<file path="src/rtl/core/lsdps_pkg.sv">
// Package: shared types, command codes and sequence constants for the LED pin sequencer.
package lsdps_pkg;

  localparam int CMD_W      = 2;
  localparam int PATTERN_W  = 8;
  localparam int WORD_W     = 8;
  localparam int STEP_W     = 6;
  localparam int GAIN_W     = 7;
  localparam int CFG_IDX_W  = 2;
  localparam int CFG_DATA_W = 8;

  localparam logic [CMD_W-1:0] CMD_NONE   = 2'd0;
  localparam logic [CMD_W-1:0] CMD_WRITE  = 2'd1;
  localparam logic [CMD_W-1:0] CMD_CONFIG = 2'd2;
  localparam logic [CMD_W-1:0] CMD_READ   = 2'd3;

  localparam logic [CFG_IDX_W-1:0] REG_CURRENT_RANGE = 2'd0;
  localparam logic [CFG_IDX_W-1:0] REG_VOLTAGE_GAIN  = 2'd1;

  localparam logic [STEP_W-1:0] LEN_WRITE  = 6'd18;
  localparam logic [STEP_W-1:0] LEN_CONFIG = 6'd36;
  localparam logic [STEP_W-1:0] LEN_READ   = 6'd26;

  // Phase boundaries, in ticks
  localparam logic [STEP_W-1:0] WR_LATCH_TICK = 6'd16;
  localparam logic [STEP_W-1:0] MODE_TICKS    = 6'd10;
  localparam logic [STEP_W-1:0] CFG_NORM_TICK = 6'd26;
  localparam logic [STEP_W-1:0] RD_LAST_LOW   = 6'd14;

  // Per-clock pin levels of the mode switch sequences, bit k = clock k
  localparam logic [4:0] SPEC_OE = 5'b11101;
  localparam logic [4:0] SPEC_LE = 5'b01000;
  localparam logic [4:0] NORM_OE = 5'b11101;
  localparam logic [4:0] READ_OE = 5'b00001;

  typedef struct packed {
    logic              clk_level;
    logic              sdi_level;
    logic              le_level;
    logic              oe_level;
    logic              busy_res;
    logic              error_valid;
    logic [WORD_W-1:0] error_flags;
  } result_t;

endpackage

</file>
<file path="src/rtl/core/lsdps_if.sv">
// Interfaces: tick input, pin result and configuration write channels.
interface lsdps_in_if;
  logic                                valid;
  logic                                ready;
  logic [lsdps_pkg::CMD_W-1:0]         cmd;
  logic [lsdps_pkg::PATTERN_W-1:0]     pattern;
  logic                                sdo_level;

  modport source (output valid, output cmd, output pattern, output sdo_level, input ready);
  modport sink   (input valid, input cmd, input pattern, input sdo_level, output ready);
endinterface

interface lsdps_out_if;
  logic                                valid;
  logic                                ready;
  logic                                clk_level;
  logic                                sdi_level;
  logic                                le_level;
  logic                                oe_level;
  logic                                busy_res;
  logic                                error_valid;
  logic [lsdps_pkg::WORD_W-1:0]        error_flags;

  modport source (output valid, output clk_level, output sdi_level, output le_level,
                  output oe_level, output busy_res, output error_valid,
                  output error_flags, input ready);
  modport sink   (input valid, input clk_level, input sdi_level, input le_level,
                  input oe_level, input busy_res, input error_valid,
                  input error_flags, output ready);
endinterface

interface lsdps_cfg_if;
  logic                                valid;
  logic                                ready;
  logic [lsdps_pkg::CFG_IDX_W-1:0]     index;
  logic [lsdps_pkg::CFG_DATA_W-1:0]    data;

  modport source (output valid, output index, output data, input ready);
  modport sink   (input valid, input index, input data, output ready);
endinterface

</file>
<file path="src/rtl/core/led_sink_driver_pin_sequencer_top.sv">
// Top level: tick-by-tick pin sequencer for an 8-channel serial LED sink driver.
//
//  channel  | dir | payload                                      | transfer when
//  ---------+-----+----------------------------------------------+-------------------
//  in_if    | in  | cmd, pattern, sdo_level                      | valid && ready
//  out_if   | out | clk/sdi/le/oe levels, busy_res, error_valid, | valid && ready
//           |     | error_flags                                  |
//  cfg_if   | in  | index, data                                  | valid && ready
//
// One tick per cycle while out_if is not stalled: each input transfer is decoded
// in one pass against the sequence state and lands in the result register the
// next cycle. in_ready is high whenever the result register is empty or is being
// drained, so ticks flow back to back; a stalled out_if holds the result and in_if.
// cfg_if is always ready. Reset (rst_n low, synchronous) returns to idle with
// oe high, sdi low and the config word at 0xFF.
module led_sink_driver_pin_sequencer_top (
  input  logic        clk,
  input  logic        rst_n,
  lsdps_in_if.sink    in_if,
  lsdps_out_if.source out_if,
  lsdps_cfg_if.sink   cfg_if
);

  // Config registers
  logic                                 current_range_r;
  logic [lsdps_pkg::GAIN_W-1:0]         voltage_gain_r;

  // Sequence state
  logic [lsdps_pkg::CMD_W-1:0]          active_r, active_nxt;
  logic [lsdps_pkg::STEP_W-1:0]         step_r, step_nxt;
  logic [lsdps_pkg::WORD_W-1:0]         shift_r, shift_nxt;
  logic [lsdps_pkg::WORD_W-1:0]         err_r, err_nxt;
  logic                                 oe_hold_r;
  logic                                 sdi_hold_r;

  // Result register
  logic                                 out_valid_r;
  lsdps_pkg::result_t                   out_r, res_nxt;

  logic                                 in_xfer;
  logic                                 start;
  logic [lsdps_pkg::CMD_W-1:0]          act;
  logic [lsdps_pkg::STEP_W-1:0]         t;
  logic [lsdps_pkg::STEP_W-1:0]         u;
  logic [lsdps_pkg::STEP_W-1:0]         t_inc;
  logic [lsdps_pkg::STEP_W-1:0]         len;
  logic [2:0]                           k;
  logic [2:0]                           ku;

  assign in_if.ready  = !out_valid_r || out_if.ready;
  assign in_xfer      = in_if.valid && in_if.ready;
  assign cfg_if.ready = 1'b1;

  assign start = (active_r == lsdps_pkg::CMD_NONE) && (in_if.cmd != lsdps_pkg::CMD_NONE);
  assign act   = start ? in_if.cmd : active_r;
  assign t     = start ? '0 : step_r;
  assign k     = t[3:1];
  assign t_inc = t + 6'd1;

  // Tick decode
  always_comb begin
    // command capture on start
    shift_nxt = shift_r;
    err_nxt   = err_r;
    if (start) begin
      case (in_if.cmd)
        lsdps_pkg::CMD_WRITE:  shift_nxt = in_if.pattern;
        lsdps_pkg::CMD_CONFIG: shift_nxt = {current_range_r, voltage_gain_r};
        lsdps_pkg::CMD_READ:   err_nxt   = '0;
        default:               shift_nxt = shift_r;
      endcase
    end

    // idle levels
    res_nxt.clk_level   = 1'b0;
    res_nxt.sdi_level   = sdi_hold_r;
    res_nxt.le_level    = 1'b0;
    res_nxt.oe_level    = oe_hold_r;
    res_nxt.busy_res    = (act != lsdps_pkg::CMD_NONE);
    res_nxt.error_valid = 1'b0;
    u   = '0;
    ku  = '0;
    len = '0;

    case (act)
      lsdps_pkg::CMD_WRITE: begin
        len = lsdps_pkg::LEN_WRITE;
        if (t < lsdps_pkg::WR_LATCH_TICK) begin
          res_nxt.clk_level = t[0];
          res_nxt.sdi_level = shift_nxt[3'd7 - k];
        end else if (t == lsdps_pkg::WR_LATCH_TICK) begin
          res_nxt.le_level = 1'b1;
        end else begin
          res_nxt.oe_level = 1'b0;
        end
      end
      lsdps_pkg::CMD_CONFIG: begin
        len = lsdps_pkg::LEN_CONFIG;
        if (t < lsdps_pkg::MODE_TICKS) begin
          res_nxt.clk_level = t[0];
          res_nxt.oe_level  = lsdps_pkg::SPEC_OE[k];
          res_nxt.le_level  = lsdps_pkg::SPEC_LE[k];
        end else if (t < lsdps_pkg::CFG_NORM_TICK) begin
          u  = t - lsdps_pkg::MODE_TICKS;
          ku = u[3:1];
          res_nxt.clk_level = u[0];
          res_nxt.sdi_level = shift_nxt[ku];
          res_nxt.le_level  = (ku == 3'd7);
          res_nxt.oe_level  = 1'b1;
        end else begin
          u  = t - lsdps_pkg::CFG_NORM_TICK;
          ku = u[3:1];
          res_nxt.clk_level = u[0];
          res_nxt.oe_level  = lsdps_pkg::NORM_OE[ku];
        end
      end
      lsdps_pkg::CMD_READ: begin
        len = lsdps_pkg::LEN_READ;
        if (t < lsdps_pkg::MODE_TICKS) begin
          res_nxt.clk_level = t[0];
          res_nxt.oe_level  = lsdps_pkg::READ_OE[k];
        end else begin
          u = t - lsdps_pkg::MODE_TICKS;
          res_nxt.clk_level = u[0];
          res_nxt.oe_level  = 1'b1;
          if (!u[0]) begin
            // sample sdo on the clock-low tick
            err_nxt = {err_nxt[lsdps_pkg::WORD_W-2:0], in_if.sdo_level};
            res_nxt.error_valid = (u == lsdps_pkg::RD_LAST_LOW);
          end
        end
      end
      default: len = '0;
    endcase

    res_nxt.error_flags = err_nxt;

    // advance
    if (act == lsdps_pkg::CMD_NONE) begin
      step_nxt   = step_r;
      active_nxt = active_r;
    end else if (t_inc >= len) begin
      step_nxt   = '0;
      active_nxt = lsdps_pkg::CMD_NONE;
    end else begin
      step_nxt   = t_inc;
      active_nxt = act;
    end
  end

  always_ff @(posedge clk) begin
    if (!rst_n) begin
      current_range_r <= 1'b1;
      voltage_gain_r  <= '1;
    end else if (cfg_if.valid && cfg_if.ready) begin
      case (cfg_if.index)
        lsdps_pkg::REG_CURRENT_RANGE: current_range_r <= cfg_if.data[0];
        lsdps_pkg::REG_VOLTAGE_GAIN:  voltage_gain_r  <= cfg_if.data[lsdps_pkg::GAIN_W-1:0];
        default: ;
      endcase
    end
  end

  always_ff @(posedge clk) begin
    if (!rst_n) begin
      active_r   <= lsdps_pkg::CMD_NONE;
      step_r     <= '0;
      shift_r    <= '0;
      err_r      <= '0;
      oe_hold_r  <= 1'b1;
      sdi_hold_r <= 1'b0;
    end else if (in_xfer) begin
      active_r   <= active_nxt;
      step_r     <= step_nxt;
      shift_r    <= shift_nxt;
      err_r      <= err_nxt;
      oe_hold_r  <= res_nxt.oe_level;
      sdi_hold_r <= res_nxt.sdi_level;
    end
  end

  always_ff @(posedge clk) begin
    if (!rst_n) begin
      out_valid_r <= 1'b0;
    end else if (in_if.ready) begin
      out_valid_r <= in_if.valid;
    end
  end

  always_ff @(posedge clk) begin
    if (in_xfer) begin
      out_r <= res_nxt;
    end
  end

  assign out_if.valid       = out_valid_r;
  assign out_if.clk_level   = out_r.clk_level;
  assign out_if.sdi_level   = out_r.sdi_level;
  assign out_if.le_level    = out_r.le_level;
  assign out_if.oe_level    = out_r.oe_level;
  assign out_if.busy_res    = out_r.busy_res;
  assign out_if.error_valid = out_r.error_valid;
  assign out_if.error_flags = out_r.error_flags;

  // Idle means step counter parked at zero
  a_idle_step_zero: assert property (@(posedge clk) disable iff (!rst_n)
    (active_r == lsdps_pkg::CMD_NONE) |-> (step_r == '0))
    else $error("step counter nonzero while idle");

  // Step counter stays inside the running sequence
  a_step_in_range: assert property (@(posedge clk) disable iff (!rst_n)
    ((active_r == lsdps_pkg::CMD_WRITE)  && (step_r < lsdps_pkg::LEN_WRITE))  ||
    ((active_r == lsdps_pkg::CMD_CONFIG) && (step_r < lsdps_pkg::LEN_CONFIG)) ||
    ((active_r == lsdps_pkg::CMD_READ)   && (step_r < lsdps_pkg::LEN_READ))   ||
    (active_r == lsdps_pkg::CMD_NONE))
    else $error("step counter beyond sequence length");

  // A command on an idle tick is latched as the running command
  a_start_latch: assert property (@(posedge clk) disable iff (!rst_n)
    (in_xfer && start) |=> (active_r == $past(in_if.cmd)) || (active_r == lsdps_pkg::CMD_NONE))
    else $error("started command not captured");

  // Error byte completion only on a busy clock-low tick
  a_err_valid_ctx: assert property (@(posedge clk) disable iff (!rst_n)
    (out_valid_r && out_r.error_valid) |-> (out_r.busy_res && !out_r.clk_level))
    else $error("error_valid outside a read sample tick");

  // Idle ticks keep the clock and latch low
  a_idle_pins: assert property (@(posedge clk) disable iff (!rst_n)
    (out_valid_r && !out_r.busy_res) |-> (!out_r.clk_level && !out_r.le_level))
    else $error("clock or latch active on idle tick");

endmodule
</file>
<file path="src/flat_wrapper.sv">
// flat-port wrapper written by rule: the top's interface ports become plain ports
module led_sink_driver_pin_sequencer_top_flat 
  (clk, rst_n, in_if_valid, in_if_cmd, in_if_pattern, in_if_sdo_level, in_if_ready, out_if_valid, out_if_clk_level, out_if_sdi_level, out_if_le_level, out_if_oe_level, out_if_busy_res, out_if_error_valid, out_if_error_flags, out_if_ready, cfg_if_valid, cfg_if_index, cfg_if_data, cfg_if_ready);
  lsdps_in_if in_if_i ();
  lsdps_out_if out_if_i ();
  lsdps_cfg_if cfg_if_i ();
  input  logic clk;
  input  logic rst_n;
  input wire logic [$bits(in_if_i.valid)-1:0] in_if_valid;
  input wire logic [$bits(in_if_i.cmd)-1:0] in_if_cmd;
  input wire logic [$bits(in_if_i.pattern)-1:0] in_if_pattern;
  input wire logic [$bits(in_if_i.sdo_level)-1:0] in_if_sdo_level;
  output wire logic [$bits(in_if_i.ready)-1:0] in_if_ready;
  output wire logic [$bits(out_if_i.valid)-1:0] out_if_valid;
  output wire logic [$bits(out_if_i.clk_level)-1:0] out_if_clk_level;
  output wire logic [$bits(out_if_i.sdi_level)-1:0] out_if_sdi_level;
  output wire logic [$bits(out_if_i.le_level)-1:0] out_if_le_level;
  output wire logic [$bits(out_if_i.oe_level)-1:0] out_if_oe_level;
  output wire logic [$bits(out_if_i.busy_res)-1:0] out_if_busy_res;
  output wire logic [$bits(out_if_i.error_valid)-1:0] out_if_error_valid;
  output wire logic [$bits(out_if_i.error_flags)-1:0] out_if_error_flags;
  input wire logic [$bits(out_if_i.ready)-1:0] out_if_ready;
  input wire logic [$bits(cfg_if_i.valid)-1:0] cfg_if_valid;
  input wire logic [$bits(cfg_if_i.index)-1:0] cfg_if_index;
  input wire logic [$bits(cfg_if_i.data)-1:0] cfg_if_data;
  output wire logic [$bits(cfg_if_i.ready)-1:0] cfg_if_ready;
  assign in_if_i.valid = in_if_valid;
  assign in_if_i.cmd = in_if_cmd;
  assign in_if_i.pattern = in_if_pattern;
  assign in_if_i.sdo_level = in_if_sdo_level;
  assign in_if_ready = in_if_i.ready;
  assign out_if_valid = out_if_i.valid;
  assign out_if_clk_level = out_if_i.clk_level;
  assign out_if_sdi_level = out_if_i.sdi_level;
  assign out_if_le_level = out_if_i.le_level;
  assign out_if_oe_level = out_if_i.oe_level;
  assign out_if_busy_res = out_if_i.busy_res;
  assign out_if_error_valid = out_if_i.error_valid;
  assign out_if_error_flags = out_if_i.error_flags;
  assign out_if_i.ready = out_if_ready;
  assign cfg_if_i.valid = cfg_if_valid;
  assign cfg_if_i.index = cfg_if_index;
  assign cfg_if_i.data = cfg_if_data;
  assign cfg_if_ready = cfg_if_i.ready;
  led_sink_driver_pin_sequencer_top u_core (.clk(clk), .rst_n(rst_n), .in_if(in_if_i), .out_if(out_if_i), .cfg_if(cfg_if_i));
endmodule
</file>
<file path="config.mk">
export PLATFORM = sky130hd
export DESIGN_NAME = led_sink_driver_pin_sequencer_top_flat
export DESIGN_NICKNAME = d
export VERILOG_FILES = /design/src/rtl/core/lsdps_pkg.sv /design/src/rtl/core/lsdps_if.sv /design/src/rtl/core/led_sink_driver_pin_sequencer_top.sv /design/src/flat_wrapper.sv
export SDC_FILE = /design/constraint.sdc
export NUM_CORES = 1
export LEC_CHECK = 0
export BUFFER_PORTS_ARGS = -buffer_cell sky130_fd_sc_hd__clkbuf_2
export CORE_ASPECT_RATIO = 0.9
export CORE_MARGIN = 10
export CORE_UTILIZATION = 57
export DETAILED_ROUTE_END_ITERATION = 7
export GPL_TIMING_DRIVEN = 0
export PLACE_DENSITY = 0.8
export REMOVE_ABC_BUFFERS = 1
export SLEW_MARGIN = 20
export SYNTH_ARGS = -nofsm -noshare
export SYNTH_HDL_FRONTEND = slang
export SYNTH_SLANG_ARGS = --single-unit
</file>
<file path="constraint.sdc">
create_clock -name clk -period 3.6 [get_ports clk]
set_input_delay 0.36 -clock clk [delete_from_list [all_inputs] [get_ports clk]]
set_output_delay 0.36 -clock clk [all_outputs]
set_load 0.01 [all_outputs]
</file>
# [After elaboration in Yosys (flattened, before gate mapping)]
# Memory sizes are Yosys's and may differ from the RTL's.
# Cells that the tools add are included.
[totals] in_bits=26 mem_bits_ro=32 register_bits=49 elab_cells=92 out_inout_bits=17 n_memories=4
[classes] mux=35 n_lt_le_gt_ge=8 eq_ne=10 n_reduce_logical=13 bitwise_logic=2 add_sub_neg=4
[mem_list] name="(no name shown)" words=8 word_bits=1 rd=1 rd_clocked_by_memory_dff=0 write_ports=0 line="led_sink_driver_pin_sequencer_top.sv:101" source="res_nxt.oe_level = lsdps_pkg::SPEC_OE[k];"
[mem_list] name="(no name shown)" words=8 word_bits=1 rd=1 rd_clocked_by_memory_dff=0 write_ports=0 line="led_sink_driver_pin_sequencer_top.sv:102" source="res_nxt.le_level = lsdps_pkg::SPEC_LE[k];"
[mem_list] name="(no name shown)" words=8 word_bits=1 rd=1 rd_clocked_by_memory_dff=0 write_ports=0 line="led_sink_driver_pin_sequencer_top.sv:114" source="res_nxt.oe_level = lsdps_pkg::NORM_OE[ku];"
[mem_list] name="(no name shown)" words=8 word_bits=1 rd=1 rd_clocked_by_memory_dff=0 write_ports=0 line="led_sink_driver_pin_sequencer_top.sv:121" source="res_nxt.oe_level = lsdps_pkg::READ_OE[k];"
[op_table] operator="8-bit two-way mux" count=6
[op_table] operator="6-bit one-hot mux with 3 select lines" count=1
[op_table] operator="3-bit by 4-bit less-than comparator with 1-bit output, second input constant" count=4
[op_table] operator="8-bit one-hot mux with 2 select lines" count=1
[op_table] operator="1-bit two-way mux" count=14
[op_table] operator="6-bit by 5-bit less-than comparator with 1-bit output, second input constant" count=2
[op_table] operator="2-bit two-way mux" count=6
[op_table] operator="6-bit two-way mux" count=2
[op_table] operator="2-bit == test, second input constant" count=4
[op_table] operator="6-bit by 1-bit adder with 6-bit output, second input constant" count=1
[op_table] operator="1-bit binary-select mux with 3-bit select" count=2
[op_table] operator="2-bit by 1-bit == test with 1-bit output, second input constant" count=3
[op_table] operator="6-bit by 4-bit == test with 1-bit output, second input constant" count=1
[op_table] operator="6-bit by 5-bit == test with 1-bit output, second input constant" count=1
[op_table] operator="6-bit >= comparator" count=1
[op_table] operator="2-bit logical NOT" count=3
[op_table] operator="6-bit by 4-bit less-than comparator with 1-bit output, second input constant" count=1
[op_table] operator="1-bit one-hot mux with 3 select lines" count=2
[op_table] operator="2-bit AND reduction" count=3
[op_table] operator="6-bit by 4-bit subtractor with 6-bit output, second input constant" count=1
[op_table] operator="2-bit one-hot mux with 2 select lines" count=1
[op_table] operator="2-bit nonzero test" count=2
[op_table] operator="4-bit subtractor, second input constant" count=1
[op_table] operator="3-bit == test, second input constant" count=1
[op_table] operator="other kinds (6)" count=8

# [Logic depth before layout (Yosys ltp)]
[depth] ltp_word=9 mapped_depth=16 ltp_nobuf=15

# [Least setup slack after synthesis]
# No wires, ideal clock.
[synth_path] path_type="input to register" start="input in_if_cmd[0]" end="register u_core.step_r[5] (netlist name)" path_stages=16 n_path_buf=1 t_required_ps=3541 setup_time_ps=59 t_arrival_ps=3095 path_slack_ps=447 path_cell_list="inv_1 ha_1 or3_2 clkbuf_1 and2_1 ha_1 nand3_1 xor2_1 nor2_1 ha_1 a21o_1 a21oi_1 nand4_1 a31oi_1 and2_1 a22o_1"
[synth_via] elab_chain_len=7 word_cells_on_any_way=14 classes_between="1 x add/sub; 1 x order compare; 3 x eq/ne; 4 x mux; 1 x bitwise; 4 x reduce/logical"
[synth_lines] element="start: declaration" line="flat_wrapper.sv:10" source="input wire logic [$bits(in_if_i.cmd)-1:0] in_if_cmd;"
[synth_lines] element="branches (longest 7 deep; another with 6-bit by 1-bit adder with 6-bit output)"
[synth_lines] element="end signal: assignment" line="led_sink_driver_pin_sequencer_top.sv:174" source="step_r <= step_nxt;"
[synth_lines] element="end: declaration" line="led_sink_driver_pin_sequencer_top.sv:30" source="logic [lsdps_pkg::STEP_W-1:0] step_r, step_nxt;"
# Several ways; the timed one is not identified.
# A chain may end at the register's enable or synchronous reset.

# [Worst setup path after layout]
[layout_path] start="input in_if_cmd[0]" end="register u_core.step_r[1] (netlist name)"
# The elaborated chain is that of the path after synthesis.

==> run_results.csv <==
group,metric,value,unit
outcome,status,"completed",
global_route,antenna_found_initial,0,
global_route,groute.usage.overall,0.147,
power_and_ir_drop,p_leak,1.33,nW
routing,vias,2277,
setup_path,crit_fanout,7,
logic_synthesis,syn_avg_cell_area,8.86,µm²
die,core,4550,µm²
clocking,cts_root_buf,"clkbuf_8",
logic_synthesis,synth_top_area_cell,"dfxtp_1",
place,port_buffers,40,
sta,slew_headroom,0.372,
logic_synthesis,synthCells,310,
sta,finalSetupViolCount,0,
clocking,insertion_delay,0.30,ns
logic_synthesis,async_flop_share,0,
logic_synthesis,synth_cell_type_count,54,
logic_synthesis,synth-edff-count,14,
power_and_ir_drop,pwr-share-comb,0.160,
power_and_ir_drop,finalPower,1.19,mW
power_and_ir_drop,p_int,879,µW
setup_path,start_kind,"primary input",
clocking,htreeDepth,2,
finish,multi_input_area,1490,µm²
finish,final_nets,380,
logic_synthesis,yosysMostFrequentCell,"nand2_1",
clocking,cts_tree,"done",
global_route,grt_pass1_wl,9.99,mm
routing,wl,5.75,mm
die,die_w,93.2,µm
logic_synthesis,synth_top_cell_area_share,0.255,
power_and_ir_drop,ir_worst_vdd,0.206,mV
clocking,hold_buffers,0,
hold_path,min_path_cells,3,
clocking,cts_resized,0,
finish,syn2layout_area_growth,11.6,%
sta,fmax,294,MHz
routing,antenna_left,0,
place,place_hpwl,4.36,mm
power_and_ir_drop,power.net_switching,314,µW
place,finalWeightedCongestion,0.879,
logic_synthesis,syn-cell-area,2750,µm²
power_and_ir_drop,power_density,389,nW/µm²
finish,drive_gt1_frac,0.162,
routing,viasPerCell,5.68,
clocking,numCtsBuffers,5,
clocking,clk_pin_slew,0.09,ns
power_and_ir_drop,clkPwrFrac,0.326,
setup_path,crit_path_end_kind,"flip-flop",
clocking,post_cts_buffers,0,
routing,detail_route.first_pass.iterations,4,
setup_path,rr_worst_depth,13,
setup_path,crit_type,"primary input to flip-flop",
die,rows,23,
logic_synthesis,synth-main-ff-cell,"dfxtp_1",
sta,fin_crit,3.40,ns
logic_synthesis,ys_warn_count,0,
die,start_util,0.604,
logic_synthesis,synth-seq-cells,49,
die,io_pins,43,
finish,fillers,402,
sta,drv_slew,0,
place,placed_area,2950,µm²
flow_run,maxCapViolations,0,
routing,drc,0,
power_and_ir_drop,p_sw_frac,0.263,
sta,fin_worst_skew,0.00828,ns
global_route,grt_pass1_vias,2311,
global_route,grt_max_degree,36,
logic_synthesis,ys_seq_area_frac,0.408,
die,die_height,85.8,µm
finish,final_cell_area,3060,µm²
sta,tightest_slew,0.938,ns
setup_path,arrival,3.62,ns
finish,antennaDiodeCount,0,
clocking,clockBufferDepth,2,
sta,hold_viol,0,
sta,rsz0062_at_grt,"no",
routing,wl_per_cell,14.3,µm
global_route,grt_overflow_total,0,
power_and_ir_drop,seqPwrFrac,0.515,
logic_synthesis,yosys-top-cells-area,"dfxtp_1 26%, edfxtp_1 15%, ha_1 7.3%",
die,dieArea,8000,µm²
sta,finalCritPeriodShare,0.944,
routing,drt-initial-drc-count,205,
finish,ff_latch_area,1120,µm²
clocking,clock-sinks,49,
logic_synthesis,synth_common_cells,"51 x nand2_1, 35 x dfxtp_1, 25 x nor2_1",
hold_path,hold_class,"primary input to flip-flop",
setup_path,rrSetupSlack,0.26,ns
setup_path,worst_ep_required_time,3.82,ns
[registers in the layout, summed over array words and instances, names as in the netlist]
name                       flops
u_core.active_r                2
u_core.out_if.sdi_level        1
u_core.current_range_r         1
u_core.out_if.oe_level         1
u_core.out_if.le_level         1
u_core.out_if.busy_res         1
u_core.out_if.error_flags      8
u_core.err_r                   8
u_core.out_if.error_valid      1
u_core.oe_hold_r               1
u_core.step_r                  6
u_core.sdi_hold_r              1
u_core.shift_r                 8
u_core.out_if.clk_level        1
u_core.out_if.valid            1
u_core.voltage_gain_r          7
[final cells by class]
type	count	share of cell area
Inverter	15	0.0184
Multi-Input combinational cell	226	0.486
Clock inverter	3	0.0143
Sequential cell	49	0.366
Tap cell	62	0.0253
Clock buffer	5	0.0225
Timing Repair Buffer	41	0.0678
[through the flow]
stage	setup TNS, ns	util	cells	worst slack [ns]	hold WS, ns
CTS	0	0.674	401	0.230	0.256
global route	0	0.674	401	0.0113	0.264
detailed placement	-0.193	0.649	393	-0.0707	0.448
global placement	-1.31	0.646	392	-0.220	0.442
finish	0	0.674	401	0.201	0.258
floorplan	0	-	290	0.433	0.422
[power by group through the flow]
stage	Clock, mW	Combinational (mW)	Sequential [mW]
global route	0.423	0.215	0.618
global placement	0	0.182	0.626
CTS	0.398	0.190	0.614
detailed placement	0	0.190	0.627
finish	0.388	0.190	0.614
floorplan	0	0.119	0.628
[critical path: stages]
cell and delay (ns):
clkbuf_2 0.12, inv_1 0.06, ha_1 0.27, or3_2 0.52, and2_1 0.22, ha_1 0.21
nand3_1 0.11, xor2_1 0.16, nor2_1 0.08, ha_1 0.30, a21o_1 0.18, a21oi_1 0.13
nand4_1 0.10, a31oi_1 0.45, nand2_1 0.15, o21ai_0 0.20
[cell usage in the layout (no fill, tap or decap), drive strengths merged, types with 2 or more instances in the layout]
cell type  count
ha            16
nand2b         4
a211oi         3
a31oi          6
a21oi          4
a21boi         8
and3           4
or3            2
o221ai         2
nor2b          3
nor4           2
dfxtp         35
clkbuf        45
nor3           4
xnor2          2
a22oi         11
nand2         51
a311oi         3
nand3b         2
o211a          8
nor2          25
mux2i         10
and2           4
inv           16
a21o           2
o31ai          2
nor3b          5
nand4          2
o21ai         11
edfxtp        14
nand3         13
xor2           3
[worst paths after layout]
check | to | from
min reg2reg | u_core.err_r[7] | u_core.err_r[7]
min | u_core.voltage_gain_r[3] | cfg_if_data[3]
max | u_core.step_r[1] | in_if_cmd[0]
max reg2reg | u_core.step_r[1] | u_core.active_r[1]
[routing by layer]
layer,GRT usage,routed length (µm)
met4,0.0490,53
met2,0.249,2640
met1,0.175,2680
met5,0,0
met3,0.0383,374
[kinds of logic after synthesis]
logic type / count (synthesis) / share of synthesized area
AOI/OAI and AO/OA: 70 / 0.197
xor gates and xnor gates: 5 / 0.0160
adders and majority gates: 16 / 0.0729
buffers and inverters: 35 / 0.0515
DFF: 49 / 0.408
muxes: 10 / 0.0365
other: 1 / 0.00137
and+or+nand+nor: 124 / 0.216
No activity file was read; power rests on OpenSTA's default activity.
